[src/sv/htw_pkg.sv]
// Shared constants and types for the hashed timing wheel.
// No dependencies; imported by every module of the block.
`default_nettype none
package htw_pkg;

	// Default sizes of the wheel and the entry pool.
	localparam int SLOTS_DEF      = 100;
	localparam int TICK_MS_DEF    = 10;
	localparam int POOL_DEPTH_DEF = 64;

	// Maximum number of expiries reported by one tick.
	localparam int MAX_RESULTS = 64;
	localparam int CNT_W       = $clog2(MAX_RESULTS + 1);

	// Fixed field widths.
	localparam int HANDLE_W = 8;
	localparam int DELAY_W  = 16;
	localparam int TIME_W   = 40;
	localparam int KIND_W   = 2;

	// Reciprocal scaling of the shared divider. The quotient is exact for every
	// DELAY_W-bit dividend as long as the divisor is at most 2**10, which covers
	// the tick length and the slot count.
	localparam int RECIP_SHIFT = DELAY_W + 10;
	localparam int RECIP_W     = RECIP_SHIFT + 1;

	// Operation and result codes.
	localparam logic OP_ADD  = 1'b0;
	localparam logic OP_TICK = 1'b1;

	localparam logic [KIND_W-1:0] KIND_ADDED   = 2'd0;
	localparam logic [KIND_W-1:0] KIND_FULL    = 2'd1;
	localparam logic [KIND_W-1:0] KIND_EXPIRED = 2'd2;

	// Write enables of the storage module.
	typedef struct packed {
		logic heads;
		logic links;
		logic entry;
	} htw_we_t;

endpackage
`default_nettype wire

[src/sv/htw_store.sv]
// Bucket head, link and entry memories of the timing wheel, read registered.
// Depends on htw_pkg for field widths and the write enable struct.
`default_nettype none
module htw_store #(
	parameter int SLOTS      = htw_pkg::SLOTS_DEF,
	parameter int POOL_DEPTH = htw_pkg::POOL_DEPTH_DEF,
	parameter int SLOT_W     = $clog2(SLOTS),
	parameter int IDX_W      = $clog2(POOL_DEPTH),
	parameter int PTR_W      = $clog2(POOL_DEPTH + 1)
) (
	input  wire logic                         clk,
	input  wire htw_pkg::htw_we_t             we,
	input  wire logic [SLOT_W-1:0]            heads_waddr,
	input  wire logic [PTR_W-1:0]             heads_wdata,
	input  wire logic [SLOT_W-1:0]            heads_raddr,
	output logic [PTR_W-1:0]                  heads_rdata,
	input  wire logic [IDX_W-1:0]             links_waddr,
	input  wire logic [PTR_W-1:0]             links_wdata,
	input  wire logic [IDX_W-1:0]             entry_waddr,
	input  wire logic [htw_pkg::HANDLE_W-1:0] entry_whandle,
	input  wire logic [htw_pkg::TIME_W-1:0]   entry_wdeadline,
	input  wire logic [IDX_W-1:0]             pool_raddr,
	output logic [PTR_W-1:0]                  links_rdata,
	output logic [htw_pkg::HANDLE_W-1:0]      entry_rhandle,
	output logic [htw_pkg::TIME_W-1:0]        entry_rdeadline
);
	import htw_pkg::*;

	logic [PTR_W-1:0]    heads_mem [SLOTS];
	logic [PTR_W-1:0]    links_mem [POOL_DEPTH];
	logic [HANDLE_W-1:0] handle_mem [POOL_DEPTH];
	logic [TIME_W-1:0]   deadline_mem [POOL_DEPTH];

	// Bucket heads.
	always_ff @(posedge clk) begin
		if (we.heads) begin
			heads_mem[heads_waddr] <= heads_wdata;
		end
		heads_rdata <= heads_mem[heads_raddr];
	end

	// Entry links, shared by the free list and the bucket lists.
	always_ff @(posedge clk) begin
		if (we.links) begin
			links_mem[links_waddr] <= links_wdata;
		end
		links_rdata <= links_mem[pool_raddr];
	end

	// Entry handles and deadlines.
	always_ff @(posedge clk) begin
		if (we.entry) begin
			handle_mem[entry_waddr]   <= entry_whandle;
			deadline_mem[entry_waddr] <= entry_wdeadline;
		end
		entry_rhandle   <= handle_mem[pool_raddr];
		entry_rdeadline <= deadline_mem[pool_raddr];
	end

endmodule
`default_nettype wire

[config.mk]
export PLATFORM = sky130hd
export DESIGN_NAME = htw_store
export DESIGN_NICKNAME = d
export VERILOG_FILES = /design/src/sv/htw_pkg.sv /design/src/sv/htw_store.sv
export SDC_FILE = /design/constraint.sdc
export NUM_CORES = 2
export LEC_CHECK = 0
export BUFFER_PORTS_ARGS = -buffer_cell sky130_fd_sc_hd__buf_2
export CORE_MARGIN = 3
export CORE_UTILIZATION = 45
export DETAILED_ROUTE_END_ITERATION = 8
export HOLD_SLACK_MARGIN = 0.02
export PLACE_DENSITY_LB_ADDON = 0.12
export SYNTH_ARGS = -nofsm -noshare
export SYNTH_HDL_FRONTEND = slang
export SYNTH_MEMORY_MAX_BITS = 65536
export SYNTH_SLANG_ARGS = --single-unit
[constraint.sdc]
create_clock -name clk -period 7.9 [get_ports clk]
set_input_delay 1.185 -clock clk [delete_from_list [all_inputs] [get_ports clk]]
set_output_delay 1.185 -clock clk [all_outputs]
set_load 0.05 [all_outputs]
=== After elaboration in Yosys (flattened, before gate mapping) ===
Memory sizes are Yosys's and may differ from the RTL's. A register that Yosys moved wholly into a read port is not among the register bits.
Cells that the tools add are included.

* Muxes and demuxes: 6

{| class="wikitable"
|+ Operators with widths
! operator !! count
|-
| 1-bit two-way mux || 6
|}

* Register bits: 0
* Bits in writable memories: 4,220
* Input bits: 98
* Output and inout port bits: 62
* Logic and storage cells: 10
* Memories kept: 4

{| class="wikitable"
|+ Memory list
! name !! words !! bits a word !! read ports !! clocked after memory_dff !! wr ports !! line !! RTL
|-
| deadline_mem || 64 || 40 || 1 || 1 || 1 || htw_store.sv:32 || <nowiki>logic [TIME_W-1:0] deadline_mem [POOL_DEPTH];</nowiki>
|-
| heads_mem || 100 || 7 || 1 || 1 || 1 || htw_store.sv:29 || <nowiki>logic [PTR_W-1:0] heads_mem [SLOTS];</nowiki>
|-
| handle_mem || 64 || 8 || 1 || 1 || 1 || htw_store.sv:31 || <nowiki>logic [HANDLE_W-1:0] handle_mem [POOL_DEPTH];</nowiki>
|-
| links_mem || 64 || 7 || 1 || 1 || 1 || htw_store.sv:30 || <nowiki>logic [PTR_W-1:0] links_mem [POOL_DEPTH];</nowiki>
|}

=== Longest topological paths before layout ===
* Word-level depth: 2
* Mapped depth: 10
* Mapped depth without buffers: 5

=== Worst setup path after synthesis ===
No wires, ideal clock.

* Kind: input to register
* Start: in entry_waddr[5]
* End: mem deadline_mem[32][0] (enable)
* Library setup time: 454 ps
* Arrival time: 4,027 ps
* Data required time: 7,446 ps
* Path slack: 3,419 ps
* Cell stages on the path: 4
* Buffers on the path: 2
* Cells stage by stage: clkbuf_1 or3b_2 clkbuf_1 nor2_1

{| class="wikitable"
|+ RTL lines
! item !! line !! RTL
|-
| start, declared || htw_store.sv:19 || <nowiki>input wire logic [IDX_W-1:0] entry_waddr,</nowiki>
|-
| end, declared || htw_store.sv:32 ||
|}

Straight into the memory's write port.

==> flow_summary.yaml <==
clock_network:
  clockBufferDepth: 4
  clk_latency_ns: 0.99
  post_cts_buffers: 0
  cts_tree: "yes"
  ctsHoldBuffers: 0
  clkTransAtPathRegs_ns: 0.06
  cts-buffers-inserted: 443
  htreeDepth: 5
  cts_sinks: 4282
  root_buffer: "clkbuf_16"
  cts-resized-gates: 0
global_routing:
  grt_pass1_vias: 75900
  grt_usage: 0.236
  grt_max_degree: 129
  antenna_found_initial: 45
  grt_pass1_wl_um: 614000
  overflow: 0
finish:
  drive_gt1_frac: 0.318
  final_area_mm2: 0.184
  layout.nets: 7094
  areaGrowthSynthToFinish_pct: 13.4
critical_path:
  criticalPathCategory: "in -> reg"
  critPathCaptureType: "flip-flop"
  cp.required_ns: 8.72
  arrival_ns: 4.64
  r2r_slack_ns: 5.51
  worst-path-max-fanout: 87
  startpoint_type: "input port"
drt:
  wl_met1_um: 181000
  dr.max_layer_used: "met5"
  num_vias: 73900
  viasPerCell: 6.08
  drt-initial-drc-count: 8029
  wl_met2_um: 220000
  drc_errors: 0
  dr_wl_met3_um: 23500
  totalWireLength_um: 436000
  drtAntennaViolNets: 0
  firstDrtPassIters: 5
  drt-wirelength-per-cell_um: 35.8
logic_synthesis:
  async_flop_share: 0
  synth_edf_count: 4220
  synth_cells: 6579
  syn-num-nets: 6677
  synth.avg_cell_area_um2: 24.7
  netlist_area_mm2: 0.163
  ys_seq_elements: 4282
  ys.flop_type: "edfxtp_1"
  yosysUniqueCellTypes: 46
  synth_seq_area_share: 0.787
  synth-warning-count: 0
power_and_ir_drop:
  p_leak_nw: 56.9
  powerDensity_mw_per_mm2: 261
  vdd_drop_max_uv: 193
place:
  hpwl_um: 237000
  numPortBuffers: 159
  place_area_mm2: 0.170
  finalWeightedCongestion: 0.763
run:
  max_cap_violations: 0
floorplanning:
  core_area_mm2: 0.359
  num_io_pins: 160
  die_area_mm2: 0.369
  start_util: 0.453
  row_count: 220
  die_h_um: 607
  die_w_um: 607
sta:
  fin_skew_ns: 0.0474
  worst_slew_pin_slew_ns: 1.29
  fin_setup_tns_ns: 0
  setup_viol: 0
  slew_viol_final: 0
  rsz0062_at_grt: "false"
  post-route-period-util: 0.483
  finalHoldViolCount: 0
  relSlewSlack: 0.137
  fmax_ghz: 0.262
  fin_crit_ns: 3.81
min_path:
  hp-class: "in -> reg"
run_status:
  outcome: "complete, no violations"
## cells by family after synthesis
family / share of synthesized area
and+or+nand+nor: 0.0104
DFF: 0.787
buffers and inverters: 0.0100
muxes: 0.188
AOI/OAI and AO/OA: 0.00495
## state kept, by name, summed over array words and instances, names as in the netlist
| signal | cells |
|---|---|
| deadline_mem | 2560 |
| entry_rdeadline | 40 |
| entry_rhandle | 8 |
| handle_mem | 512 |
| heads_rdata | 7 |
| links_rdata | 7 |
| links_mem | 448 |
| heads_mem | 700 |
## placed cells by master, fill, tap and decap left out, drive strengths merged, types with 5 or more instances in the layout
cell      count
a211o        10
a211oi       21
a21oi         8
a221oi        7
a22oi         6
a31oi        18
buf         322
bufinv       34
clkbuf      579
clkinv      203
clkinvlp     11
dfxtp        62
diode         9
edfxtp     4220
inv           8
mux2         18
mux2i       136
mux4       1289
nand2        57
nand2b        6
nand3        25
nand3b        6
nand4         5
nor2        238
nor2b        37
nor3          7
o211ai        9
o21ai         8
o31a          5
## worst paths after layout
path	start	end	cells after the start
hold / removal	heads_wdata[4]	heads_mem[77][4]	1
hold reg to reg	heads_mem[96][2]	heads_rdata[2]	3
setup / recovery	pool_raddr[0]	entry_rhandle[2]	7
setup reg to reg	deadline_mem[23][31]	entry_rdeadline[31]	5
## report_power, final
group | internal, mW | switching, mW | total (mW)
clock | 11.8 | 8.74 | 20.5
combinational | 0.888 | 1.48 | 2.37
sequential | 25.2 | 0.146 | 25.3
## metal layers
layer | vias to the layer above | track usage
met5 | - | 0
met4 | 18 | 0.0576
met3 | 601 | 0.0318
met2 | 2370 | 0.395
met1 | 41500 | 0.331
li1 | 29400 | -
## Yosys cell counts (all sizes together), types with 10 or more instances
cell type  instances  area share
edfxtp          4220        0.78
mux4            1289        0.18
nor2             238      0.0055
buf              196      0.0064
clkbuf           154      0.0036
mux2i            136      0.0084
dfxtp             62      0.0076
nand2             57      0.0013
nor2b             37      0.0014
nand3             25     0.00077
a211oi            21     0.00097
a31oi             18     0.00069
mux2              18      0.0012
a211o             10     0.00054
## per-stage QoR
stage / cells / utilization / worst slack, ns / hold slack [ns] / total power [mW]
floorplan: 6579 / - / 3.42 / 0.729 / 27.1
global placement: 11300 / 0.473 / 3.05 / 0.858 / 28.2
detailed placement: 11300 / 0.473 / 3.05 / 0.849 / 28.2
CTS: 12200 / 0.513 / 4.12 / 0.485 / 48.7
global route: 12200 / 0.513 / 3.82 / 0.556 / 49.7
finish: 12200 / 0.513 / 4.09 / 0.585 / 48.2
## area by class of cell
type                            count  area, um^2
Tap cell                         4773        5970
Inverter                            3        11.3
Antenna cell                        9        22.5
Sequential cell                  4282      128000
Timing Repair Buffer              322        2530
Fill cell                       28000      175000
Clock buffer                      579       12000
Clock inverter                    253        2380
Multi-Input combinational cell   1944       33600
## worst max-delay path, cell delays in order
cell and delay (ns):
buf_12 0.41, buf_4 0.74, mux4_2 0.60, mux4_2 0.47, nor2b_1 0.15, a211oi_1 0.59
a31oi_1 0.07
(Power assumes the default switching activity.)
