### src/sv/htw_pkg.sv
// Shared constants and types for the hashed timing wheel.
// No dependencies; imported by every module of the block.
`default_nettype none
package htw_pkg;

	// Default sizes of the wheel and the entry pool.
	localparam int SLOTS_DEF      = 100;
	localparam int TICK_MS_DEF    = 10;
	localparam int POOL_DEPTH_DEF = 64;

	// Maximum number of expiries reported by one tick.
	localparam int MAX_RESULTS = 64;
	localparam int CNT_W       = $clog2(MAX_RESULTS + 1);

	// Fixed field widths.
	localparam int HANDLE_W = 8;
	localparam int DELAY_W  = 16;
	localparam int TIME_W   = 40;
	localparam int KIND_W   = 2;

	// Reciprocal scaling of the shared divider. The quotient is exact for every
	// DELAY_W-bit dividend as long as the divisor is at most 2**10, which covers
	// the tick length and the slot count.
	localparam int RECIP_SHIFT = DELAY_W + 10;
	localparam int RECIP_W     = RECIP_SHIFT + 1;

	// Operation and result codes.
	localparam logic OP_ADD  = 1'b0;
	localparam logic OP_TICK = 1'b1;

	localparam logic [KIND_W-1:0] KIND_ADDED   = 2'd0;
	localparam logic [KIND_W-1:0] KIND_FULL    = 2'd1;
	localparam logic [KIND_W-1:0] KIND_EXPIRED = 2'd2;

	// Write enables of the storage module.
	typedef struct packed {
		logic heads;
		logic links;
		logic entry;
	} htw_we_t;

endpackage
`default_nettype wire

### src/sv/htw_div.sv
// Divider for small constant divisors: one shared multiplier, used once with the
// reciprocal for the quotient and once with the divisor for the remainder.
// Depends on htw_pkg for the operand widths and the reciprocal scaling.
`default_nettype none
module htw_div (
	input  wire logic                        clk,
	input  wire logic                        arst_n,
	input  wire logic                        start,
	input  wire logic [htw_pkg::DELAY_W-1:0] dividend,
	input  wire logic [htw_pkg::DELAY_W-1:0] divisor,
	input  wire logic [htw_pkg::RECIP_W-1:0] recip,
	output logic                             done,
	output logic [htw_pkg::DELAY_W-1:0]      quot,
	output logic [htw_pkg::DELAY_W-1:0]      rem
);
	import htw_pkg::*;

	localparam int PROD_W = RECIP_SHIFT + DELAY_W;

	typedef enum logic [2:0] {
		D_IDLE = 3'b001,
		D_QUOT = 3'b010,
		D_REM  = 3'b100
	} div_state_t;

	div_state_t          st_q;
	logic                done_q;
	logic [DELAY_W-1:0]  num_q;
	logic [DELAY_W-1:0]  div_q;
	logic [RECIP_W-1:0]  recip_q;
	logic [DELAY_W-1:0]  quot_q;
	logic [DELAY_W-1:0]  rem_q;
	logic [DELAY_W-1:0]  mul_a;
	logic [RECIP_W-1:0]  mul_b;
	logic [PROD_W-1:0]   product;

	// Shared multiplier: dividend times reciprocal, then quotient times divisor.
	assign mul_a   = (st_q == D_REM) ? quot_q : num_q;
	assign mul_b   = (st_q == D_REM) ? RECIP_W'(div_q) : recip_q;
	assign product = PROD_W'(mul_a) * PROD_W'(mul_b);

	// Sequencing of the two passes.
	always_ff @(posedge clk or negedge arst_n) begin
		if (!arst_n) begin
			st_q   <= D_IDLE;
			done_q <= 1'b0;
		end else begin
			done_q <= 1'b0;
			if (start) begin
				st_q <= D_QUOT;
			end else begin
				unique case (st_q)
					D_QUOT: begin
						st_q <= D_REM;
					end
					D_REM: begin
						st_q   <= D_IDLE;
						done_q <= 1'b1;
					end
					default: begin
						st_q <= D_IDLE;
					end
				endcase
			end
		end
	end

	// Operands, quotient and remainder.
	always_ff @(posedge clk) begin
		if (start) begin
			num_q   <= dividend;
			div_q   <= divisor;
			recip_q <= recip;
		end else if (st_q == D_QUOT) begin
			quot_q <= product[PROD_W-1:RECIP_SHIFT];
		end else if (st_q == D_REM) begin
			rem_q <= num_q - product[DELAY_W-1:0];
		end
	end

	assign done = done_q;
	assign quot = quot_q;
	assign rem  = rem_q;

endmodule
`default_nettype wire

### config.mk
export PLATFORM = sky130hd
export DESIGN_NAME = htw_div
export DESIGN_NICKNAME = d
export VERILOG_FILES = /design/src/sv/htw_pkg.sv /design/src/sv/htw_div.sv
export SDC_FILE = /design/constraint.sdc
export NUM_CORES = 1
export LEC_CHECK = 0
export BUFFER_PORTS_ARGS = -buffer_cell sky130_fd_sc_hd__buf_2
export CAP_MARGIN = 10
export CORE_MARGIN = 2
export CORE_UTILIZATION = 70
export DETAILED_ROUTE_END_ITERATION = 12
export GPL_TIMING_DRIVEN = 0
export MAX_ROUTING_LAYER = met4
export PLACE_DENSITY = 0.89
export SKIP_LAST_GASP = 1
export SLEW_MARGIN = 20
export SYNTH_ARGS = -nofsm -noshare
export SYNTH_HDL_FRONTEND = slang
export SYNTH_SLANG_ARGS = --single-unit
### constraint.sdc
create_clock -name clk -period 17.15 [get_ports clk]
set_input_delay 0.8575 -clock clk [delete_from_list [all_inputs] [get_ports clk]]
set_output_delay 0.8575 -clock clk [all_outputs]
set_load 0.02 [all_outputs]
Word level (Yosys, flattened, before mapping) --
Index checks and enable logic that the tools add are counted.
Storage, ports and cells: register bits 95, output and inout bits 33, word-level logic and storage cells 21
Cells by class: $add $sub $neg 1, multipliers 1, equal/unequal tests 2, mux-type cells 6, bitwise logic cells 2, reduce and logical (&&, ||, !) cells 2
Operator list (number):
- $mul 16x27->42 | 1
- $mux 27 | 1
- $mux 16 | 1
- $sub 16x16->16 | 1
- $mux 3 | 2
- $eq 3x2->1 const B | 1
- $eq 3x3->1 const B | 1
- $reduce_and 3->1 | 1
- $mux 1 | 2
- $not 1->1 | 2
- $reduce_and 2->1 | 1

Depth between registers and ports, before layout --
Gate-level depths: netlist of the first run.
depth in word-level cells 4, mapped depth 31

Worst setup path before layout of the first run --
OpenSTA, ideal clock, no wires.
path kind register to register, start point reg st_q[0], end point reg quot_q[15] (netlist: quot[15]), data pin, setup time 0.266 ns, arrival 7.067 ns, setup slack 9.817 ns, stages on the path, launching flop included 26, buffers on the path 4, cells stage by stage dfstp_2 -> nor2_1 -> nand2_1 -> clkbuf_1 -> clkbuf_1 -> clkbuf_1 -> clkbuf_1 -> nand3_1 -> fa_1 -> inv_1 -> fa_1 -> fa_1 -> fa_1 -> fa_1 -> inv_1 -> fa_1 -> inv_1 -> ha_1 -> a21o_1 -> o21ba_2 -> or4b_2 -> a211oi_1 -> or3_1 -> o2bb2ai_1 -> mux2i_1 -> nand4_1
Between the ends: longest elaborated chain between the ends 3
Ends and longest elaborated chain:
- from (decl) | RTL line htw_div.sv:26 | div_state_t st_q;
- from (signal assigned) | RTL line htw_div.sv:45 | st_q <= D_IDLE;
- from (signal assigned) | RTL line htw_div.sv:50 | st_q <= D_QUOT;
- from (signal assigned) | RTL line htw_div.sv:54 | st_q <= D_REM;
- $eq 3x3->1 (*) | RTL line htw_div.sv:38, htw_div.sv:39
- $mux 16 / $mux 27 (equally long branches) | RTL line htw_div.sv:38, htw_div.sv:39
- $mul 16x27->42 (*) | RTL line htw_div.sv:40 | assign product = PROD_W'(mul_a) * PROD_W'(mul_b);
- via product[41] | RTL line htw_div.sv:35 | logic [PROD_W-1:0] product;
- to (signal assigned) | RTL line htw_div.sv:75 | quot_q <= product[PROD_W-1:RECIP_SHIFT];
- to (decl) | RTL line htw_div.sv:31 | logic [DELAY_W-1:0] quot_q;
Mark *: on every way through the listed nets, which the timed path passes. The rest lies on a longest branch. A chain may end at the register's enable or synchronous reset.

Worst setup path after layout of the first run --
Same ends and word-level chain as after synthesis.

==> results of run 1 <==
## sequential cells by signal, indices dropped and copies added, names as in the netlist
name / cells
rem: 16
quot: 16
recip_q: 27
st_q: 3
num_q: 16
done: 1
div_q: 16
## routing by layer
layer	part of all wire	vias to the layer above	global-route usage
li1	-	5878	-
met5	0	-	-
met2	0.46	997	0.6972
met3	0.12	311	0.08988
met1	0.33	6858	0.5276
met4	0.085	0	0.2930
## cell type report
class                   instances  area share
multi-input cells            1295      0.6870
diodes                          1   0.0001350
well taps                     324     0.02188
clock inverters                 7    0.004389
flip-flops and latches         95      0.1529
clock buffers                   9     0.01215
inverters                     407     0.08244
plain buffers                  65     0.01317
repair buffers                 95     0.02593
## critical path: stages (launching register included)
cell and delay [ns]:
dfstp_2 0.54, nor2_1 0.05, nand2_1 0.15, clkbuf_1 0.52
clkbuf_1 0.77, clkbuf_1 0.65, clkbuf_1 0.73, nand3_1 0.22
fa_1 0.57, inv_1 0.05, fa_1 0.48, fa_1 0.61
fa_1 0.44, fa_1 0.49, inv_1 0.05, fa_1 0.47
inv_1 0.04, ha_1 0.31, a21o_1 0.20, o21ba_2 0.23
or4b_2 0.59, a211oi_1 0.41, or3_1 0.23, o2bb2ai_1 0.20
mux2i_1 0.21, nand4_1 0.10
## stage by stage
step	hold slack, ns	utilization	cells
final	0.2794	0.7620	2298
after global routing	0.2850	0.7620	2298
after CTS	0.2779	0.7613	2297
after detailed placement	0.4359	0.7487	2281
after global placement	0.4211	0.7476	2280
after floorplan	0.4025	-	1862
## cells by family (layout without fill, tap and decap cells)
family,Yosys count,after routing,synth area share
multiplexers,23,23,0.01330
AO/OA/AOI/OAI,136,136,0.05083
other,0,1,0
XOR/XNOR,45,45,0.02278
AND/OR/NAND/NOR,617,617,0.1533
buffers and inverters,472,583,0.1024
flip-flops,95,95,0.1638
adder cells (fa/ha/maj),474,474,0.4937
## placed cells by master, fill, tap and decap left out, drive strengths merged, types with 47 or more instances in the layout
master / synthesis / routed
inv: 407 / 411
fa: 348 / 348
nand2: 334 / 334
nor2: 136 / 136
ha: 126 / 126
buf: 5 / 100
edfxtp: 91 / 91
clkbuf: 60 / 69
and3: 56 / 56
a21oi: 47 / 47
## path summary, 6_finish.rpt
check | startpoint | to | slack (ns) | cells after the start
worst max-delay path | st_q[0] | quot[15] | 7.57 | 25
worst min-delay path | arst_n | st_q[1] | 0.28 | 1
worst max register to register | st_q[0] | quot[15] | 7.57 | 25
worst min register to register | st_q[1] | st_q[0] | 0.46 | 1
max in group asynchronous | arst_n | st_q[0] | 16.67 | 1
min in group clk | st_q[1] | st_q[0] | 0.46 | 1
==> metrics, run 1 <==
total negative setup slack=0 ns; IO Pins=95; Pre-antenna DRT Iters=7; syn_nets=approximately 2400; Fillers=between 1500 and 2000; largest net degree at the start of global routing=65; area of the multi-input gates=12730 um2; synth-to-layout area growth=7.085%; RePlAce Congestion=between 1 and 1.5; top post-synthesis cells by area=fa_1 (40%), edfxtp_1 (16%), ha_1 (9.1%); Synth Register Bits=95; WL per Instance=approximately 23 um; Final Cell Area=approximately 19000 um2; Seq/Total Area, Yosys=0.1638; CTS tree=built; Nets=2504; count of port buffers added during placement=94; Cells after Synth=1862; mapped cell area=17310 um2; area share of the largest cell type after synthesis=0.4026; data arrival time of the worst path=a little under 10 ns; most common flop cell mapped by yosys=edfxtp_1; RSZ-0062 raised after global routing=false; max cap viols=0; critical path type=flop to flop; Initial Util=0.7116; initial antenna violation count=1; Die Span X=approximately 160 um; Worst-Skew Late Latency=0.37 ns; Crit Path Max Fanout=10; Max Root-Sink Buffers=2; placed inst area=18210 um2; final setup violation count=0; via count=approximately 14000; drt drc=0; Post-CTS Setup Bufs=0; CTS H-tree lvls=3; FMAX=between 100 and 150 MHz; share of cells above drive strength 1=0.06690; Via density=6.111; Syn Area/Cell=9.294 um2; DRT iter0 DRCs=around 1300; number of global-route vias before repair=15122; Hold-fix buffers, CTS=0; worst hold path class=primary input to async pin; total grt overflow=0; WL final=between 50000 and 60000 um; Setup crit end kind=flop; post-cts sizing count=0; Slew @ Worst Pin=1.208 ns; Yosys top cell by area=fa_1; max-slew violations=0; Placement Setup Slack=7.889 ns; CTS root buf=clkbuf_16; core area=around 24000 um2; Seq. cell area=2834 um2; CTS buffer count=9; CP startpoint kind=flop; final worst slack=7.571 ns; FP Rows=57; first-pass GRT wire length=82510 um; YS warnings=0; HPWL Detailed=42680 um; Cell variety after synth=52; clock sinks=95; minimum clock period=9.579 ns; asr flop ratio synth=0.04211; EDFF count, synth=91; die area=26000 um2; post-route ant nets=0; WP data required=17.26 ns; Synth top cells by count=inv_1 (407), fa_1 (348), nand2_1 (334), nor2_1 (136), ha_1 (126); period utilization=0.5586; Total GRT Usage=0.4448; most frequent cell after synthesis=inv_1; worst rel slew slack=0.1713; clk slew on worst S/H paths=0.09 ns; Die H=161.2 um; status=finished clean; Layout Skew=0.01839 ns; final hold violation count=0
Power of run 1 is not shown: default switching activity piles up to over one toggle a cycle in this logic, so the estimate is an artifact.
==> run 2, diff against run 1 <==
--- a/config.mk
+++ b/config.mk
@@ -8,11 +8,11 @@
 export BUFFER_PORTS_ARGS = -buffer_cell sky130_fd_sc_hd__buf_2
 export CAP_MARGIN = 10
 export CORE_MARGIN = 2
-export CORE_UTILIZATION = 70
+export CORE_UTILIZATION = 58
 export DETAILED_ROUTE_END_ITERATION = 12
 export GPL_TIMING_DRIVEN = 0
 export MAX_ROUTING_LAYER = met4
-export PLACE_DENSITY = 0.89
+export PLACE_DENSITY = 0.78
 export SKIP_LAST_GASP = 1
 export SLEW_MARGIN = 20
 export SYNTH_ARGS = -nofsm -noshare
==> constraint.sdc (replaced) <==
create_clock -name clk -period 8.2 [get_ports clk]
set_input_delay 0.41 -clock clk [delete_from_list [all_inputs] [get_ports clk]]
set_output_delay 0.41 -clock clk [all_outputs]
set_load 0.02 [all_outputs]
==> run 2 against run 1 <==
Against the previous run:
- critical path depth is 1 lower
- final area rose by 2.0%
- sequential share of layout area fell by 0.29 points
- die area up 20%
- maximum frequency grew 19%
- final cell count up 2.5%
- highest routed layer unchanged
==> metrics, run 2 (same netlist as run 1, synthesis figures left out) <==
via count=13835 (was 14044); core area=29480 um2 (was 24320 um2); DRT iter0 DRCs=1278 (was 1334); Via density=5.875 (was 6.111); number of global-route vias before repair=14559 (was 15122); post-route ant nets=0 (unchanged); FMAX=124.5 MHz (was 104.4 MHz); CP max stage cell=or4b_2 (was clkbuf_1); Pre-antenna DRT Iters=8 (was 7); total negative setup slack=0 ns (unchanged); WL per Instance=21.92 um (was 23.04 um); Nets=2496 (was 2504); Fillers=2439 (was 1771); reg2reg start=st_q[1] (was st_q[0]); final worst slack=0.1708 ns (was 7.571 ns); Layout Skew=0.02251 ns (was 0.01839 ns); critical path, cell by cell=nor2_1, and2_4, mux2i_4, clkbuf_1, nor2_1, fa_1, inv_1, fa_1, inv_1, fa_1, fa_1, fa_1, inv_1, fa_1, inv_1, ha_1, a21oi_1, o21ai_0, or4b_2, a211oi_2, or3_1, o2bb2ai_1, mux2i_1, nand4_1; count of port buffers added during placement=94 (unchanged); RePlAce Congestion=0.9979 (was 1.005); Worst path top cell family by delay=adder cells (unchanged); synth-to-layout area growth=9.175% (was 7.085%); WP data required=8.31 ns (was 17.26 ns); Die H=176.7 um (was 161.2 um); max FFs per register=27 (unchanged); minimum clock period=8.029 ns (was 9.579 ns); hold path startpoint=recip[15]; period utilization=0.9792 (was 0.5586); Placement Setup Slack=-1.190 ns (was 7.889 ns); WL final=51620 um (was 52950 um); clock sinks=95 (unchanged); CP Launch Point=st_q[1] (was st_q[0]); final setup violation count=0 (unchanged); die area=31240 um2 (was 26000 um2); drt drc=0 (unchanged); total grt overflow=0 (unchanged); Slew @ Worst Pin=0.8917 ns (was 1.208 ns); Crit Path Max Fanout=10 (unchanged); CTS H-tree lvls=3 (unchanged); IO Pins=95 (unchanged); most frequent cells in the layout=inv_1 (407), fa_1 (348), nand2_1 (321) (was inv_1 (407), fa_1 (348), nand2_1 (334)); initial antenna violation count=0 (was 1); worst hold path class=primary input to flop (was primary input to async pin); HPWL Detailed=41820 um (was 42680 um); n_diodes=0 (was 1); FP Rows=63 (was 57); Setup crit end kind=flop (unchanged); CTS tree=built (unchanged); CTS root buf=clkbuf_16 (unchanged); critical path type=flop to flop (unchanged); share of cells above drive strength 1=0.09567 (was 0.06690); max-slew violations=0 (unchanged); Worst-Skew Late Latency=0.39 ns (was 0.37 ns); Initial Util=0.5870 (was 0.7116); Total GRT Usage=0.3607 (was 0.4448); CP startpoint kind=flop (unchanged); clk slew on worst S/H paths=0.09 ns (about the same); data arrival time of the worst path=8.14 ns (was 9.69 ns); Die Span X=176.7 um (was 161.2 um); crit-path most repeated cell=fa_1 (unchanged); Max stage delay on crit path=0.66 ns (was 0.77 ns); CP Buf/Inv Count=5 (was 7); most common cell after layout, fill and taps aside=inv_1 (unchanged); max cap viols=0 (unchanged); largest net degree at the start of global routing=65 (unchanged); Max Root-Sink Buffers=2 (unchanged); CTS buffer count=9 (unchanged); worst rel slew slack=0.4049 (was 0.1713); status=finished clean (unchanged); final hold violation count=0 (unchanged); fin util=0.6409 (was 0.7620); largest register by flop count=recip_q (unchanged); first-pass GRT wire length=80260 um (was 82510 um)
==> run 2: path summary, 6_finish.rpt <==
check | to | slack (ns) | cells after the start
hold / removal | recip_q[15] | 0.19 | 1
setup / recovery | quot[15] | 0.17 | 24
max in group asynchronous | st_q[0] | 7.62 | 2
hold reg to reg | st_q[0] | 0.45 | 1
setup reg to reg | quot[15] | 0.17 | 24
min in group asynchronous | done | 0.38 | 2
==> run 2: cell type report <==
| type | count | area [um2] | share of cell area |
|---|---|---|---|
| multi-input cells | 1295 | 12950 | 0.6852 |
| flip-flops and latches | 95 | 2834 | 0.1500 |
| inverters | 407 | 1528 | 0.08086 |
| repair buffers | 96 | 490.5 | 0.02596 |
| well taps | 390 | 488.0 | 0.02583 |
| plain buffers | 56 | 284.0 | 0.01503 |
| clock buffers | 10 | 239.0 | 0.01265 |
| clock inverters | 6 | 83.83 | 0.004437 |
==> run 2: repair_timing <==
item | CTS | global route
endpoints found under the hold margin | 3 | 0
buffers inserted | 1 | 0
cloned | 0 | 0
hold buffers | 1 | 0
setup endpoints to repair | 22 | 11
gates resized for setup | 65 | 41
==> run 2: routing by layer <==
layer | up-vias | track usage | routed length (um)
met5 | - | - | 0
met4 | 0 | 0.2314 | 3811
met3 | 214 | 0.06615 | 5517
met2 | 854 | 0.5396 | 23600
met1 | 6897 | 0.4552 | 18690
li1 | 5870 | - | -
==> run 2: per-stage QoR <==
| step | cells | hold WS (ns) | instance area [um2] |
|---|---|---|---|
| after floorplan | 1862 | 0.1144 | 17310 |
| after global placement | 2346 | 0.2174 | 18260 |
| after detailed placement | 2346 | 0.2188 | 18280 |
| after CTS | 2360 | 0.1814 | 18780 |
| after global routing | 2355 | 0.1840 | 18890 |
| final | 2355 | 0.1928 | 18890 |
Power of run 2 is left out for the same reason.
